**config.mk**
```make
export PLATFORM = sky130hd
export DESIGN_NAME = string_literal_escape_decoder
export DESIGN_NICKNAME = d
export VERILOG_FILES = /design/src/design/sled_pkg.sv /design/src/design/sled_decode.sv /design/src/design/sled_resp_queue.sv /design/src/design/string_literal_escape_decoder.sv
export SDC_FILE = /design/constraint.sdc
export NUM_CORES = 1
export LEC_CHECK = 0
export BUFFER_PORTS_ARGS = -buffer_cell sky130_fd_sc_hd__buf_2
export CAP_MARGIN = 20
export CORE_ASPECT_RATIO = 0.6
export CORE_MARGIN = 2
export CORE_UTILIZATION = 40
export DETAILED_ROUTE_END_ITERATION = 10
export HOLD_SLACK_MARGIN = 0.15
export MAX_ROUTING_LAYER = met4
export PLACE_DENSITY_LB_ADDON = 0.3
export SYNTH_ARGS = -nofsm -noshare
export SYNTH_HDL_FRONTEND = slang
export SYNTH_SLANG_ARGS = --single-unit
```
**constraint.sdc**
```tcl
create_clock -name clock -period 19.7 [get_ports clock]
set_input_delay 1.97 -clock clock [delete_from_list [all_inputs] [get_ports clock]]
set_output_delay 1.97 -clock clock [all_outputs]
set_load 0.03 [all_outputs]
```
**src/design/sled_pkg.sv**
```systemverilog
// shared types, constants and helpers for the string literal escape decoder
`default_nettype none

package sled_pkg;

   // default configuration of the decoder
   localparam int MAX_ESC_DIGITS_DEF = 4;
   localparam int COUNT_WIDTH_DEF    = 16;

   // width of the reported length and newline fields
   localparam int RES_COUNT_W = 16;

   // result queue geometry
   localparam int QUEUE_DEPTH = 4;
   localparam int QPTR_W      = $clog2(QUEUE_DEPTH);
   localparam int QCNT_W      = $clog2(QUEUE_DEPTH + 1);

   // characters with a special role
   localparam logic [7:0] CHAR_QUOTE = 8'h22;
   localparam logic [7:0] CHAR_BSL   = 8'h5c;
   localparam logic [7:0] CHAR_NL    = 8'h0a;
   localparam logic [7:0] CHAR_ZERO  = 8'h30;
   localparam logic [7:0] CHAR_ONE   = 8'h31;
   localparam logic [7:0] CHAR_SEVEN = 8'h37;
   localparam logic [7:0] CHAR_NINE  = 8'h39;
   localparam logic [7:0] CHAR_LC_X  = 8'h78;
   localparam logic [7:0] CHAR_UC_X  = 8'h58;

   typedef enum logic [2:0] {
      PH_OPEN,
      PH_TEXT,
      PH_BSL,
      PH_BSL0,
      PH_OCT,
      PH_HEX,
      PH_DEC
   } phase_type;

   typedef struct packed {
      logic [7:0]             out_byte;
      logic                   byte_valid;
      logic                   done_res;
      logic [RES_COUNT_W-1:0] raw_length;
      logic [RES_COUNT_W-1:0] newline_count;
      logic                   last_in_run;
   } result_type;

   // up to two results caused by one raw byte
   typedef struct packed {
      result_type  first;
      result_type  second;
      logic [1:0]  count;
   } step_out_type;

   // named escapes, case-insensitive; anything else stands for itself
   function automatic logic [7:0] named_escape(input logic [7:0] b);
      logic [7:0] r;
      r = b;
      case (b | 8'h20)
         8'h61: r = 8'h07;
         8'h62: r = 8'h08;
         8'h74: r = 8'h09;
         8'h6e: r = 8'h0a;
         8'h76: r = 8'h0b;
         8'h66: r = 8'h0c;
         8'h72: r = 8'h0d;
         default: r = b;
      endcase
      return r;
   endfunction

   function automatic logic is_hex(input logic [7:0] b);
      return (b inside {[8'h30:8'h39], [8'h41:8'h46], [8'h61:8'h66]});
   endfunction

   function automatic logic [3:0] hex_value(input logic [7:0] b);
      logic [3:0] r;
      if (b inside {[8'h30:8'h39]}) begin
         r = b[3:0];
      end else begin
         r = b[3:0] + 4'd9;
      end
      return r;
   endfunction

endpackage

`default_nettype wire

```
**src/design/sled_decode.sv**
```systemverilog
// escape state machine and counters: one raw byte in, up to two results out
`default_nettype none

module sled_decode #(
   parameter int MAX_ESC_DIGITS = sled_pkg::MAX_ESC_DIGITS_DEF,
   parameter int COUNT_WIDTH    = sled_pkg::COUNT_WIDTH_DEF
) (
   input  wire logic                  clock,
   input  wire logic                  reset,
   input  wire logic                  step,
   input  wire logic [7:0]            raw_byte,
   output sled_pkg::step_out_type     step_out
);
   import sled_pkg::*;

   localparam logic [2:0] DIGIT_LIMIT = 3'(MAX_ESC_DIGITS);

   phase_type              phase_ff, phase_in;
   logic [7:0]             value_ff, value_in;
   logic [2:0]             digits_ff, digits_in;
   logic [COUNT_WIDTH-1:0] length_ff, length_in;
   logic [COUNT_WIDTH-1:0] lines_ff, lines_in;

   logic [COUNT_WIDTH-1:0] length_inc;
   logic [COUNT_WIDTH-1:0] lines_inc;
   logic                   emit_esc;
   logic [7:0]             esc_byte;
   logic                   do_plain;
   logic                   have_direct;
   result_type             direct_res;
   result_type             esc_res;
   logic [7:0]             acc8;
   logic [7:0]             acc10;
   logic [7:0]             acc16;
   logic [2:0]             digits_next;

   assign length_inc  = (length_ff == '1) ? length_ff : length_ff + 1'b1;
   assign lines_inc   = (lines_ff == '1) ? lines_ff : lines_ff + 1'b1;
   assign acc8        = {value_ff[4:0], 3'b000} + {5'd0, raw_byte[2:0]};
   assign acc10       = 8'({value_ff, 3'b000} + {value_ff, 1'b0} + 11'(raw_byte[3:0]));
   assign acc16       = {value_ff[3:0], hex_value(raw_byte)};
   assign digits_next = digits_ff + 3'd1;

   always_comb begin
      phase_in    = phase_ff;
      value_in    = value_ff;
      digits_in   = digits_ff;
      length_in   = length_inc;
      lines_in    = lines_ff;
      emit_esc    = 1'b0;
      esc_byte    = value_ff;
      do_plain    = 1'b0;
      have_direct = 1'b0;
      direct_res  = '0;
      esc_res     = '0;
      step_out    = '0;

      case (phase_ff)
         PH_OPEN: begin
            phase_in = PH_TEXT;
         end
         PH_BSL: begin
            if (raw_byte == CHAR_ZERO) begin
               phase_in = PH_BSL0;
            end else if (raw_byte inside {[CHAR_ONE:CHAR_NINE]}) begin
               value_in  = {4'd0, raw_byte[3:0]};
               digits_in = 3'd1;
               phase_in  = PH_DEC;
               if (3'd1 >= DIGIT_LIMIT) begin
                  emit_esc = 1'b1;
                  esc_byte = {4'd0, raw_byte[3:0]};
               end
            end else if (raw_byte == CHAR_NL) begin
               phase_in = PH_TEXT;
            end else begin
               have_direct           = 1'b1;
               direct_res.out_byte   = named_escape(raw_byte);
               direct_res.byte_valid = 1'b1;
               phase_in              = PH_TEXT;
            end
         end
         PH_BSL0: begin
            if (raw_byte inside {[CHAR_ZERO:CHAR_SEVEN]}) begin
               value_in  = {5'd0, raw_byte[2:0]};
               digits_in = 3'd1;
               phase_in  = PH_OCT;
               if (3'd1 >= DIGIT_LIMIT) begin
                  emit_esc = 1'b1;
                  esc_byte = {5'd0, raw_byte[2:0]};
               end
            end else if (raw_byte == CHAR_LC_X || raw_byte == CHAR_UC_X) begin
               value_in  = 8'd0;
               digits_in = 3'd0;
               phase_in  = PH_HEX;
            end else begin
               emit_esc = 1'b1;
               esc_byte = 8'd0;
               do_plain = 1'b1;
            end
         end
         PH_OCT: begin
            if (raw_byte inside {[CHAR_ZERO:CHAR_SEVEN]}) begin
               value_in  = acc8;
               digits_in = digits_next;
               if (digits_next >= DIGIT_LIMIT) begin
                  emit_esc = 1'b1;
                  esc_byte = acc8;
               end
            end else begin
               emit_esc = 1'b1;
               do_plain = 1'b1;
            end
         end
         PH_HEX: begin
            if (is_hex(raw_byte)) begin
               value_in = acc16;
            end else begin
               emit_esc = 1'b1;
               do_plain = 1'b1;
            end
         end
         PH_DEC: begin
            if (raw_byte inside {[CHAR_ZERO:CHAR_NINE]}) begin
               value_in  = acc10;
               digits_in = digits_next;
               if (digits_next >= DIGIT_LIMIT) begin
                  emit_esc = 1'b1;
                  esc_byte = acc10;
               end
            end else begin
               emit_esc = 1'b1;
               do_plain = 1'b1;
            end
         end
         default: begin
            do_plain = 1'b1;
         end
      endcase

      // an emitted escape value clears the accumulator
      if (emit_esc) begin
         value_in  = 8'd0;
         digits_in = 3'd0;
         phase_in  = PH_TEXT;
         esc_res.out_byte   = esc_byte;
         esc_res.byte_valid = 1'b1;
      end

      // ordinary literal byte, possibly the one that ended an escape
      if (do_plain) begin
         phase_in = PH_TEXT;
         if (raw_byte == CHAR_NL) begin
            lines_in = lines_inc;
         end
         if (raw_byte == CHAR_QUOTE) begin
            have_direct              = 1'b1;
            direct_res.done_res      = 1'b1;
            direct_res.raw_length    = RES_COUNT_W'(length_inc);
            direct_res.newline_count = RES_COUNT_W'(lines_ff);
            phase_in                 = PH_OPEN;
            length_in                = '0;
            lines_in                 = '0;
         end else if (raw_byte == CHAR_BSL) begin
            phase_in = PH_BSL;
         end else begin
            have_direct           = 1'b1;
            direct_res.out_byte   = raw_byte;
            direct_res.byte_valid = 1'b1;
         end
      end

      if (emit_esc) begin
         step_out.first = esc_res;
         if (have_direct) begin
            step_out.second             = direct_res;
            step_out.second.last_in_run = 1'b1;
            step_out.count              = 2'd2;
         end else begin
            step_out.first.last_in_run = 1'b1;
            step_out.count             = 2'd1;
         end
      end else if (have_direct) begin
         step_out.first             = direct_res;
         step_out.first.last_in_run = 1'b1;
         step_out.count             = 2'd1;
      end
   end

   always_ff @(posedge clock) begin
      if (reset) begin
         phase_ff  <= PH_OPEN;
         value_ff  <= 8'd0;
         digits_ff <= 3'd0;
         length_ff <= '0;
         lines_ff  <= '0;
      end else if (step) begin
         phase_ff  <= phase_in;
         value_ff  <= value_in;
         digits_ff <= digits_in;
         length_ff <= length_in;
         lines_ff  <= lines_in;
      end
   end

endmodule

`default_nettype wire

```
**src/design/sled_resp_queue.sv**
```systemverilog
// result queue: takes up to two results a cycle, hands out one per beat
`default_nettype none

module sled_resp_queue (
   input  wire logic                  clock,
   input  wire logic                  reset,
   input  wire sled_pkg::step_out_type push_data,
   input  wire logic                  push,
   output logic                       room,
   output logic                       out_valid,
   input  wire logic                  out_take,
   output sled_pkg::result_type       out_data
);
   import sled_pkg::*;

   result_type          entry_ff [QUEUE_DEPTH];
   logic [QPTR_W-1:0]   wr_ptr_ff, wr_ptr_in;
   logic [QPTR_W-1:0]   rd_ptr_ff, rd_ptr_in;
   logic [QCNT_W-1:0]   count_ff, count_in;
   logic [1:0]          push_n;
   logic                pop;
   logic [QPTR_W-1:0]   wr_ptr_p1;

   assign push_n    = push ? push_data.count : 2'd0;
   assign pop       = out_valid && out_take;
   assign wr_ptr_p1 = wr_ptr_ff + 1'b1;

   // room for a full two-result step
   assign room      = (count_ff <= QCNT_W'(QUEUE_DEPTH - 2));
   assign out_valid = (count_ff != '0);
   assign out_data  = entry_ff[rd_ptr_ff];

   always_comb begin
      wr_ptr_in = wr_ptr_ff + QPTR_W'(push_n);
      rd_ptr_in = pop ? rd_ptr_ff + 1'b1 : rd_ptr_ff;
      count_in  = count_ff + QCNT_W'(push_n) - QCNT_W'(pop);
   end

   always_ff @(posedge clock) begin
      if (push_n != 2'd0) begin
         entry_ff[wr_ptr_ff] <= push_data.first;
      end
      if (push_n == 2'd2) begin
         entry_ff[wr_ptr_p1] <= push_data.second;
      end
   end

   always_ff @(posedge clock) begin
      if (reset) begin
         wr_ptr_ff <= '0;
         rd_ptr_ff <= '0;
         count_ff  <= '0;
      end else begin
         wr_ptr_ff <= wr_ptr_in;
         rd_ptr_ff <= rd_ptr_in;
         count_ff  <= count_in;
      end
   end

endmodule

`default_nettype wire

```
**src/design/string_literal_escape_decoder.sv**
```systemverilog
// top level of the string literal escape decoder
`default_nettype none

// Decodes the raw bytes of one double-quoted literal at a time. The first beat of
// a literal is the opening quote and is skipped; every later beat yields zero,
// one or two result beats: the decoded byte, an escape value that the beat
// terminated followed by the beat's own byte, or the closing report. The close
// (an unescaped quote) gives one beat with done_res set, carrying the raw length
// including both quotes and the count of raw newlines outside escapes, both
// saturating at COUNT_WIDTH bits and shown as their low 16 bits; the counters
// then clear and the next beat opens a new literal. Supported escapes: \0 with
// up to MAX_ESC_DIGITS octal digits, \0x or \0X with any number of hex digits,
// \1..\9 with up to MAX_ESC_DIGITS decimal digits, all taken mod 256; backslash
// newline is dropped; a b t n v f r in either case; any other byte after a
// backslash stands for itself. last_in_run marks the final result beat of each
// input beat. Timing: a request beat lands in an input register; once the
// result queue has room for two results, the escape state machine decodes it
// in a single pass and writes its results into a four-entry result queue. One
// beat per cycle is sustained as long as each beat gives at most one result
// and the response side does not stall; the result queue drains one beat per
// cycle while the response side does not stall, so a beat that yields two
// results takes two output beats. No startup sweep is needed after reset.

module string_literal_escape_decoder #(
   parameter int MAX_ESC_DIGITS = sled_pkg::MAX_ESC_DIGITS_DEF,
   parameter int COUNT_WIDTH    = sled_pkg::COUNT_WIDTH_DEF
) (
   input  wire logic                              clock,
   input  wire logic                              reset,
   // request channel
   input  wire logic                              req_valid,
   output logic                                   req_stall,
   input  wire logic [7:0]                        req_raw_byte,
   // response channel
   output logic                                   rsp_valid,
   input  wire logic                              rsp_stall,
   output logic [7:0]                             rsp_out_byte,
   output logic                                   rsp_byte_valid,
   output logic                                   rsp_done_res,
   output logic [sled_pkg::RES_COUNT_W-1:0]       rsp_raw_length,
   output logic [sled_pkg::RES_COUNT_W-1:0]       rsp_newline_count,
   output logic                                   rsp_last_in_run
);
   import sled_pkg::*;

   // input register
   logic         req_full_ff, req_full_in;
   logic [7:0]   req_byte_ff;
   logic         req_take;

   // decode and queue hookup
   logic         advance;
   logic         room;
   step_out_type step_out;
   result_type   head;

   // the registered beat moves into the decoder when the queue can hold
   // its worst case of two results
   assign advance   = req_full_ff && room;
   assign req_stall = req_full_ff && !room;
   assign req_take  = req_valid && !req_stall;

   always_comb begin
      req_full_in = req_full_ff;
      if (req_take) begin
         req_full_in = 1'b1;
      end else if (advance) begin
         req_full_in = 1'b0;
      end
   end

   always_ff @(posedge clock) begin
      if (reset) begin
         req_full_ff <= 1'b0;
      end else begin
         req_full_ff <= req_full_in;
      end
   end

   // payload register, no reset needed
   always_ff @(posedge clock) begin
      if (req_take) begin
         req_byte_ff <= req_raw_byte;
      end
   end

   // escape state machine and counters
   sled_decode #(
      .MAX_ESC_DIGITS (MAX_ESC_DIGITS),
      .COUNT_WIDTH    (COUNT_WIDTH)
   ) u_decode (
      .clock    (clock),
      .reset    (reset),
      .step     (advance),
      .raw_byte (req_byte_ff),
      .step_out (step_out)
   );

   // results wait here until the response side takes them
   sled_resp_queue u_queue (
      .clock     (clock),
      .reset     (reset),
      .push_data (step_out),
      .push      (advance),
      .room      (room),
      .out_valid (rsp_valid),
      .out_take  (!rsp_stall),
      .out_data  (head)
   );

   assign rsp_out_byte      = head.out_byte;
   assign rsp_byte_valid    = head.byte_valid;
   assign rsp_done_res      = head.done_res;
   assign rsp_raw_length    = head.raw_length;
   assign rsp_newline_count = head.newline_count;
   assign rsp_last_in_run   = head.last_in_run;

endmodule

`default_nettype wire
```
* Yosys cells after proc, flatten, opt, wreduce, memory -nomap -nowiden
Memory sizes are Yosys's and may differ from the RTL's. A register that Yosys moved wholly into a read port is not among the register bits. Cells that the tools add are included.
Operators by class: muxes and demuxes 82, add/subtract/negate cells 12, order comparisons 10, reduce and logical (&&, ||, !) cells 27, equal/unequal tests 29
Operators by type and width (number):
- $mux 43 | 3
- $mux 8 | 14
- $mux 16 | 6
- $pmux 8 s7 | 1
- $mux 9 | 6
- $eq 7x6->1 const B | 7
- $mux 3 | 14
- $mux 42 | 1
- $pmux 8 s5 | 1
- $mux 33 | 1
- $add 16x1->16 const B | 2
- $eq 16x16->1 const B | 2
- $eq 8x7->1 const B | 3
- $pmux 8 s3 | 1
- $mux 1 | 23
- $eq 8x6->1 const B | 2
- $ge 8x6->1 const B | 2
- $ge 8x7->1 const B | 2
- $le 8x6->1 const B | 2
- $le 8x7->1 const B | 2
- $mux 2 | 6
- $ne 3x1->1 const B | 4
- $pmux 3 s4 | 1
- $reduce_bool 5->1 | 2
- 35 further kinds | 52
Storage, ports and cells: output and inout bits 45, register bits after elaboration 62, memories 1, logic and storage cells 171, bits of input ports 12, RAM bits 172
Memories:
- u_queue.entry_ff | words 4, bits a word 43, read ports 1, clocked after Yosys merged registers in 1, write ports 2, RTL line sled_resp_queue.sv:16 | result_type entry_ff [QUEUE_DEPTH];

* Depth between registers and ports, before layout
Gate-level depths: netlist of run 1.
depth after elaboration 14, gate-level depth with buffers 19, gate-level depth less buffers 15

* Hierarchy
A second synthesis of run 1 with hierarchy kept.
Second synthesis, totals: cell total of the unflattened synthesis 1100, area, all modules 13751.9 um^2
By module, submodules not included:
- sled_resp_queue | cells each 474, instances 1, area each 8944.8 um^2, sequential area each 5345.1 um^2
- sled_decode | cells each 612, instances 1, area each 4506.8 um^2, sequential area each 920.9 um^2
- string_literal_escape_decoder | cells each 14, instances 1, area each 300.3 um^2, sequential area each 260.2 um^2

* Worst setup path before layout of run 1
Ideal clock, no wire load.
kind flip-flop to flip-flop, start point register req_byte_ff[0], end point memory u_queue.entry_ff[3][0] (netlist name) (enable), setup time 0.506 ns, buffers on the path 2, data arrival time 6.221 ns, period minus slack after synthesis 6.726 ns, required time 19.194 ns, stages on the path, launching flop included 14, slack 12.974 ns, path through edfxtp_1 inv_1 ha_1 nor4b_1 nor4_1 a211oi_2 a211oi_4 inv_1 clkbuf_1 ha_1 clkbuf_1 nor2b_1 a21oi_1 nor3b_1
RTL lines:
- start, declared | RTL line string_literal_escape_decoder.sv:48 | logic [7:0] req_byte_ff;
- start signal, assigned | RTL line string_literal_escape_decoder.sv:83 | req_byte_ff <= req_raw_byte;
- end, declared | RTL line sled_resp_queue.sv:16

==> run metrics, run 1 <==
worst vdd ir 68.67 uV; Post-synth EDFFs 180; utilization after layout 45.20%; die height 138.5 um; setup TNS 0 ns; Slew headroom 26.17%; RSZ-0062 raised after global routing false; CTS buffer count 24; Tcrit/Tclk final 31.79%; dpl cells 1447; H-tree level count 1; initial antenna violation count 0; crit end category register; Worst path top cell family by delay simple AND/OR/NAND/NOR gates; residual DRC count 0; switching power 402.1 uW; ys flop type edfxtp_1; post-synthesis simple-gate area fraction 17.20%; largest net degree at the start of global routing 44; CP Max Fanout 26; synthesized flop and latch total 236; post-synthesis adder-cell area fraction 3.133%; first-pass GRT wire length 49190 um; Resized cells post-CTS 0; crit path launch type register; WL/cell 20.85 um; count leader, synth edfxtp_1; crit-path cells inv_1, ha_1, nor4b_1, nor4_1, a211oi_2, a211oi_4, buf_4, inv_1, ha_1, nand3_1, nor4_1, xnor2_1, nand2b_1, inv_2, and2_1; Seq/Total Area, Yosys 54.12%; Initial DRC Count 1020; Area Overhead vs Synth 11.68%; clk_lat worst skew 0.53 ns; total number of vias 8499; core area 29800 um2; mapped cell area 12060 um2; CP Class register to register; Fill cells 2806; Reg area 6531 um2; fin. max-slew vios 0; Yosys top cell by area edfxtp_1; Row Count 49; layout cells sized above 1 16.44%; Crit path largest cell delay 0.91 ns; Via-to-Cell Ratio 5.700; Starting Density 40.47%; Max-cap violations 0; clock sinks 236; Hold Worst Slack 0.4793 ns; CTS tree yes; worst hold path depth 2; leading cell types by count after synthesis 180 x edfxtp_1, 135 x nor2_1, 70 x and2_1; Yosys warnings 0; mux share of post-synthesis cell area 10.15%; DRT Pass-1 Iters 6; CTS root buf clkbuf_16; FF-to-FF path depth 15; Leak 4.420 nW; post-synthesis xor/xnor area fraction 2.833%; post-CTS setup buffer count 0; GPL Wtd Cong 0.9331; CTS max path bufs 3; switch share 30.52%; Pwr per Cell Area 97.82 nW/um2; clock share of power 33.4%; Reg power frac 44.8%; largest family of logic cells by synthesized area simple AND/OR/NAND/NOR gates; Ports 57; antenna-violating nets left 0; grt total ovfl 0; FMAX 159.7 MHz; DP HPWL 20580 um; Unique masters post-synth 74; Finished Layout Cells 1491; CP max stage cell nor4_1; WP depth 15; critical path arrival 6.54 ns; pre-CTS setup slack 13.45 ns; syn_area_per_cell 11.70 um2; I/O Buffers 56; P_int 915.3 uW; Min-Delay Path Class register to register; top cells by area, synth edfxtp_1 45%, dfxtp_1 9.3%, mux4_2 8.0%; Crit path buffers/inverters 4; asr flop ratio synth 0%; all-layer global routing usage 20.36%; die area 31600 um2; hold_buf cts 0; final WL 31090 um; clk slew on worst S/H paths 0.07 ns; # nets final 1103; Multi-input gate area 5235 um2; worst-margin pin slew 1.097 ns; Final WS setup 13.44 ns; status finished, final reports clean; vias in the first global route 8323; top cell type's share of synthesized area 44.82%; Final Hold Viols 0; CP Data Required Time 19.98 ns; clk_skew 0.01061 ns; Compound-Gate Fraction of Synth Area 9.888%; Syn Inst Count 1031; fin crit period 6.262 ns; setup violators final 0; ANT cells 0; Die X 228.2 um; syn nets 1069; Comb pwr share 21.7%
## sequential cells by signal (all words and copies together), names as in the netlist, named ones only
register and count:
req_byte_ff 8, req_full_ff 1, u_decode.digits_ff 3, u_decode.length_ff 16, u_decode.lines_ff 16, u_decode.phase_ff 3
u_decode.value_ff 8, u_queue.count_ff 3, u_queue.entry_ff 172, u_queue.rd_ptr_ff 2, u_queue.wr_ptr_ff 2
## final cells by class
cell class	count	share of cell area, %
Clock buffer	37	5.203
Clock inverter	7	0.3344
Inverter	16	0.4459
Multi-Input combinational cell	717	38.87
Sequential cell	236	48.50
Tap cell	408	3.790
Timing Repair Buffer	70	2.861
## metrics by stage
step	power, mW	instance area, um2
global route	1.370	13470
finish	1.317	13470
floorplan	0.8059	12060
detailed placement	0.8898	12720
CTS	1.329	13470
global placement	0.8890	12720
## worst paths after layout
kind / slack (ns) / startpoint / to
setup / recovery: 13.44 / req_byte_ff[1] / u_queue.entry_ff[1][10]
hold / removal: 0.48 / u_decode.digits_ff[1] / u_decode.digits_ff[1]
setup reg to reg: 13.44 / req_byte_ff[1] / u_queue.entry_ff[1][10]
hold reg to reg: 0.48 / u_decode.digits_ff[1] / u_decode.digits_ff[1]
## power by group through the flow
stage          Combinational [mW]  Clock [mW]  Sequential, mW
3_3_place_gp                0.286           0           0.603
5_1_grt                     0.305       0.467           0.598
2_1_floorplan               0.234           0           0.572
6_report                    0.286       0.440           0.591
3_5_place_dp                0.286           0           0.603
4_1_cts                     0.288       0.448           0.593
## worst register-to-register path, delay by kind of cell, from the launching register on
| family | cells | cell delay, ns |
|---|---|---|
| XOR/XNOR | 1 | 0.31 |
| buffers and inverters | 4 | 1.24 |
| AO/OA/AOI/OAI | 2 | 0.56 |
| AND/OR/NAND/NOR | 6 | 2.85 |
| flip-flops | 1 | 0.48 |
| adder cells (fa/ha/maj) | 2 | 0.59 |
## cells in the final DEF, fill, tap and decap left out, drive strengths merged, types with 5 or more instances in the layout
cell type  instances
nor4               7
inv               18
nand2             52
nand2b            15
nand3             24
or2                8
ha                23
o2bb2ai            6
o21bai             6
mux2i             21
dfxtp             56
o211ai             6
and3              13
buf               70
a221oi             5
o22ai             23
xnor2             26
edfxtp           180
o21ai             32
a211oi             5
a21oi             31
mux4              43
clkbuf            37
or3               13
nor2             136
nor2b             14
a21o               6
and2              70
xor2              13
nand4             15
a2bb2oi            9
nor3              24
a31oi             11
## logic make-up after synthesis
group	Yosys count
compound gates	172
buf+inv	78
mux	68
xor+xnor	39
fa+ha+maj	29
flops	236
simple gates	409
## layer usage
layer  global-route usage, %  wire length (um)  up-vias
li1                        -                 -     3942
met1                   32.06             15660     4175
met2                   26.56             12380      329
met3                   4.043              2377       53
met4                   4.403               660        0
met5                       -                 0        -
Power figures use the tool's default switching activity.
==> run 2: changes to the inputs <==
==> constraint.sdc (replaced) <==
create_clock -name clock -period 6 [get_ports clock]
set_input_delay 0.6 -clock clock [delete_from_list [all_inputs] [get_ports clock]]
set_output_delay 0.6 -clock clock [all_outputs]
set_load 0.03 [all_outputs]
==> run 2 against run 1 <==
  * Final cell count rose by 0.67%
  * Flip-flop and latch count did not move
  * Cell area rose by 1.6%
  * Hold slack got worse by 0.23 ns
  * Clock power rose to 3.7 times the previous value
  * Utilization rose by 0.73 points
  * Highest routed layer unchanged
  * Sequential share of layout area fell by 0.77 points
  * Wire length fell by 1.5%
  * Non-clock buffer count rose by 10
==> run metrics, run 2 (same netlist as run 1, synthesis figures left out) <==
status finished, final reports clean; all-layer global routing usage 20.13% (-0.23 points); clock sinks 236 (unchanged); setup TNS 0 ns (unchanged); Final Hold Viols 0 (unchanged); die height 138.5 um (unchanged); worst-margin pin slew 1.033 ns (-0.06379 ns); layout cells sized above 1 17.47% (+1.0 points); Starting Density 40.47% (unchanged); post-CTS setup buffer count 0 (unchanged); Min-Delay Path Class input port to register; Initial DRC Count 1051 (+3.0%); ANT cells 0 (unchanged); Via-to-Cell Ratio 5.708 (+0.13%); Reg area 6531 um2 (unchanged); CP Data Required Time 6.27 ns (-13.71 ns); GPL Wtd Cong 0.9824 (+5.3%); crit-path cells inv_1, ha_1, nor4b_1, nor4_1, a211oi_2, nor3_1, buf_4, o21ai_0, ha_1, nand3_1, nor3_1, and2_1, nor2_2, o21ai_4, inv_2, and2_1; grt total ovfl 0 (unchanged); fin crit period 5.381 ns (-0.8805 ns); I/O Buffers 56 (unchanged); RSZ-0062 raised after global routing false; Slew headroom 30.23% (+4.1 points); total number of vias 8567 (+0.80%); clk_lat worst skew 0.53 ns (about the same); most common cell after layout, fill and taps aside edfxtp_1; CTS max path bufs 3 (unchanged); core area 29800 um2 (unchanged); Crit path largest cell delay 0.52 ns (-0.39 ns); Multi-input gate area 5255 um2 (+0.38%); first-pass GRT wire length 48610 um (-1.2%); die area 31600 um2 (unchanged); CP max stage cell a211oi_2; hold_buf cts 0 (unchanged); largest net degree at the start of global routing 44 (unchanged); CP Max Fanout 17 (-35%); dpl cells 1457 (+0.69%); Fill cells 2723 (-3.0%); Finished Layout Cells 1501 (+0.67%); Tcrit/Tclk final 89.69% (+58 points); CTS root buf clkbuf_16; worst vdd ir 163.7 uV (+140%); DRT Pass-1 Iters 6 (unchanged); vias in the first global route 8119 (-2.5%); Resized cells post-CTS 0 (unchanged); crit path launch type register; FMAX 185.8 MHz (+16%); antenna-violating nets left 0 (unchanged); crit end category register; Die X 228.2 um (unchanged); CTS tree yes; critical path arrival 5.65 ns (-0.89 ns); biggest regs u_queue.entry_ff (172), u_decode.length_ff (16), u_decode.lines_ff (16); Area Overhead vs Synth 13.48%; Pwr per Cell Area 330.3 nW/um2 (+240%); DP HPWL 20620 um (+0.16%); residual DRC count 0 (unchanged); WL/cell 20.40 um (-2.1%); CTS buffer count 24 (unchanged); fin. max-slew vios 0 (unchanged); H-tree level count 1 (unchanged); final WL 30630 um (-1.5%); commonest non-fill, non-tap cells in the layout 180 x edfxtp_1, 133 x nor2_1, 70 x and2_1; initial antenna violation count 0 (unchanged); number of flip-flops in the largest register 172 (unchanged); Ports 57 (unchanged); Max-cap violations 0 (unchanged); Top reg by flops u_queue.entry_ff; CP Class register to register; Leak 4.548 nW (+2.9%); Row Count 49 (unchanged); setup violators final 0 (unchanged); clk slew on worst S/H paths 0.07 ns (about the same); # nets final 1113 (+0.91%); clk_skew 0.01541 ns (+0.004803 ns)
## run 2: cell count changes in the layout (fill, tap and decap cells not counted), sizes merged
cell      delta
bufinv       +5
clkinvlp     -1
clkbuf       -3
buf         +10
inv          -1
## run 2: path summary, 6_finish.rpt
check / startpoint / to / slack (ns) / cells after the start
max: req_byte_ff[1] / u_queue.entry_ff[2][10] / 0.62 / 16
min: req_raw_byte[3] / req_byte_ff[3] / 0.24 / 1
max reg2reg: req_byte_ff[1] / u_queue.entry_ff[2][10] / 0.62 / 16
min reg2reg: u_decode.digits_ff[1] / u_decode.digits_ff[1] / 0.47 / 2
## run 2: cell type report
cell class	count	share of cell area [%]
clock inverter	10	1.298
sequential	236	47.73
inverter	16	0.4389
clock buffer	34	5.038
timing repair buffer	80	3.365
multi-input combinational	717	38.40
tap	408	3.730
## run 2: worst max-delay path: cells and delay by family, from the launching register on
family | cells | cell delay, ns
adder cells (fa/ha/maj) | 2 | 0.52
flip-flops | 1 | 0.48
AO/OA/AOI/OAI | 3 | 1.31
buffers and inverters | 3 | 0.66
AND/OR/NAND/NOR | 8 | 2.14
## run 2: per-layer routing
layer / up-vias / track usage, % / share of wire [%]
met5: - / - / 0
met4: 0 / 2.511 / 1.1
met3: 33 / 4.909 / 8.8
met2: 354 / 27.60 / 42
met1: 4215 / 30.70 / 48
li1: 3965 / - / -
## run 2: metrics by stage
step | power, mW | area (um2) | worst slack (ns) | hold slack, ns | utilization, %
2_1_floorplan | 2.647 | 12070 | 0.6000 | 0.4489 | -
3_3_place_gp | 2.917 | 12810 | 0.7348 | 0.4616 | 42.99
3_5_place_dp | 2.919 | 12810 | 0.3858 | 0.4702 | 42.99
4_1_cts | 4.566 | 13680 | 0.3647 | 0.2189 | 45.90
5_1_grt | 4.708 | 13680 | 0.1968 | 0.2244 | 45.93
6_report | 4.520 | 13680 | 0.6187 | 0.2450 | 45.93
## run 2: where the power goes
group          total (mW)  switching (mW)  internal (mW)
logic               0.939           0.561          0.378
registers            1.94           0.116           1.82
clock network        1.64           0.627           1.02
total                4.52            1.30           3.22
==> run 3: changes to the inputs <==
--- a/config.mk
+++ b/config.mk
@@ -14,6 +14,8 @@
 export HOLD_SLACK_MARGIN = 0.15
 export MAX_ROUTING_LAYER = met4
 export PLACE_DENSITY_LB_ADDON = 0.3
+export RECOVER_POWER = 25
+export SLEW_MARGIN = 40
 export SYNTH_ARGS = -nofsm -noshare
 export SYNTH_HDL_FRONTEND = slang
 export SYNTH_SLANG_ARGS = --single-unit
==> run 3 against run 2 <==
  * The flow now finishes with violations (capacitance limit, slew limit)
  * Register-to-register slack better by 0.06 ns
  * Final cell count increased by 0.13%
  * Count of clock-buffer cells in the layout shrank 5
  * Flip-flop and latch count unchanged
  * Power up 0.16%
  * Critical path depth did not move
  * Critical path type unchanged
  * Largest cell class unchanged
  * Largest power group unchanged
==> run metrics, run 3 (same netlist as run 1, synthesis figures left out) <==
FMAX 188.0 MHz (+1.2%); critical path arrival 5.59 ns (-0.06 ns); fin. max-slew vios 18 (+18); Starting Density 40.47% (unchanged); Initial DRC Count 989 (-5.9%); Row Count 49 (unchanged); fin crit period 5.318 ns (-0.06332 ns); DRT Pass-1 Iters 5 (-1); residual DRC count 0 (unchanged); clock sinks 236 (unchanged); Min-Delay Path Class input port to register; status finished, violations left; hold_buf cts 0 (unchanged); GR Util met3 4.909% (unchanged); clk_skew 0.01313 ns (-0.002281 ns); biggest regs u_queue.entry_ff (172), u_decode.length_ff (16), u_decode.lines_ff (16); crit path launch type register; initial antenna violation count 0 (unchanged); layout cells sized above 1 13.79% (-3.7 points); I/O Buffers 56 (unchanged); Ports 57 (unchanged); grt total ovfl 0 (unchanged); Max-cap violations 1 (+1); vias in the first global route 8176 (+0.70%); largest net degree at the start of global routing 44 (unchanged); first-pass GRT wire length 49050 um (+0.89%); die area 31600 um2 (unchanged); Pwr per Cell Area 331.7 nW/um2 (+0.42%); GPL Wtd Cong 0.9824 (unchanged); final WL 31070 um (+1.4%); utilization after layout 45.81% (-0.12 points); Slew headroom -1.036% (-31 points); WL/cell 20.67 um (+1.3%); met1 Use GR 30.71% (about the same); setup TNS 0 ns (unchanged); commonest non-fill, non-tap cells in the layout 180 x edfxtp_1, 133 x nor2_1, 70 x and2_1; Die X 228.2 um (unchanged); met2 usage 27.79% (+0.19 points); post-CTS setup buffer count 0 (unchanged); Final Hold Viols 0 (unchanged); CTS tree yes; # nets final 1115 (+0.18%); RSZ-0062 raised after global routing false; DP HPWL 20950 um (+1.6%); worst-margin pin slew 1.516 ns (+0.4821 ns); CTS root buf clkbuf_16; number of flip-flops in the largest register 172 (unchanged); H-tree level count 1 (unchanged); Leak 4.442 nW (-2.3%); CTS max path bufs 3 (unchanged); antenna-violating nets left 0 (unchanged); Tcrit/Tclk final 88.63% (-1.1 points); worst vdd ir 163.8 uV (about the same); setup violators final 0 (unchanged); CP Class register to register; CP Max Fanout 17 (unchanged); Via-to-Cell Ratio 5.710 (about the same); most crowded layer after global routing met1; CP Data Required Time 6.27 ns (about the same); die height 138.5 um (unchanged); total number of vias 8582 (+0.18%); clk slew on worst S/H paths 0.07 ns (about the same); crit end category register; ANT cells 0 (unchanged); core area 29800 um2 (unchanged); Resized cells post-CTS 0 (unchanged); Area Overhead vs Synth 13.19%; most common cell after layout, fill and taps aside edfxtp_1; failing checks capacitance limit, slew limit; clk_lat worst skew 0.53 ns (about the same); Top reg by flops u_queue.entry_ff; CTS buffer count 24 (unchanged); all-layer global routing usage 20.29% (+0.16 points)
## run 3: changes by cell type in the layout (fill, tap and decap cells not counted), moves of 2 or more
| cell | previous run | this run |
|---|---|---|
| buf_2 | 56 | 15 |
| clkbuf_1 | 6 | 46 |
| buf_4 | 24 | 22 |
| clkinv_1 | 1 | 3 |
| inv_6 | 1 | 3 |
## run 3: metal layers
metal | up-vias | part of all wire (%)
li1 | 3971 | -
met5 | - | 0
met1 | 4235 | 49
met2 | 340 | 42
met4 | 0 | 1.5
met3 | 36 | 8.0
## run 3: power breakdown
group / switching [mW] / total [mW] / internal (mW)
logic: 0.619 / 0.975 / 0.355
clock network: 0.654 / 1.67 / 1.02
registers: 0.0640 / 1.88 / 1.82
## run 3: critical path, stage by stage (launching register included)
cell	delay (ns)
edfxtp_1	0.48
inv_1	0.19
ha_1	0.28
nor4b_1	0.46
nor4_1	0.16
a211oi_2	0.51
nor3_1	0.13
buf_4	0.20
o21ai_0	0.29
ha_1	0.26
nand3_1	0.27
nor3_1	0.34
and2_1	0.32
nor2_2	0.13
o21ai_4	0.53
inv_2	0.26
and2_1	0.24
## run 3: path summary, 6_finish.rpt
path	start	end	slack [ns]	cells after the start
setup / recovery	req_byte_ff[1]	u_queue.entry_ff[2][10]	0.68	16
hold / removal	req_raw_byte[1]	req_byte_ff[1]	0.24	1
setup reg to reg	req_byte_ff[1]	u_queue.entry_ff[2][10]	0.68	16
hold reg to reg	u_decode.digits_ff[1]	u_decode.digits_ff[1]	0.48	2
## run 3: area by class of cell
type | instances | area (um2)
tap | 408 | 510.5
clock buffer | 29 | 670.6
clock inverter | 15 | 210.2
fill | 2743 | 16150
multi-input combinational | 717 | 5261
timing repair buffer | 82 | 409.1
inverter | 16 | 60.06
sequential | 236 | 6528
## run 3: metrics by stage
stage | total power [mW] | area (um2) | cells | setup slack, ns | hold WS (ns)
global placement | 2.917 | 12810 | 1457 | 0.7348 | 0.4616
finish | 4.528 | 13650 | 1503 | 0.6820 | 0.2441
detailed placement | 2.947 | 12860 | 1459 | 0.7567 | 0.4637
CTS | 4.612 | 13740 | 1503 | 0.7390 | 0.2204
global route | 4.698 | 13650 | 1503 | 0.1956 | 0.2340
floorplan | 2.647 | 12070 | 1031 | 0.6000 | 0.4489
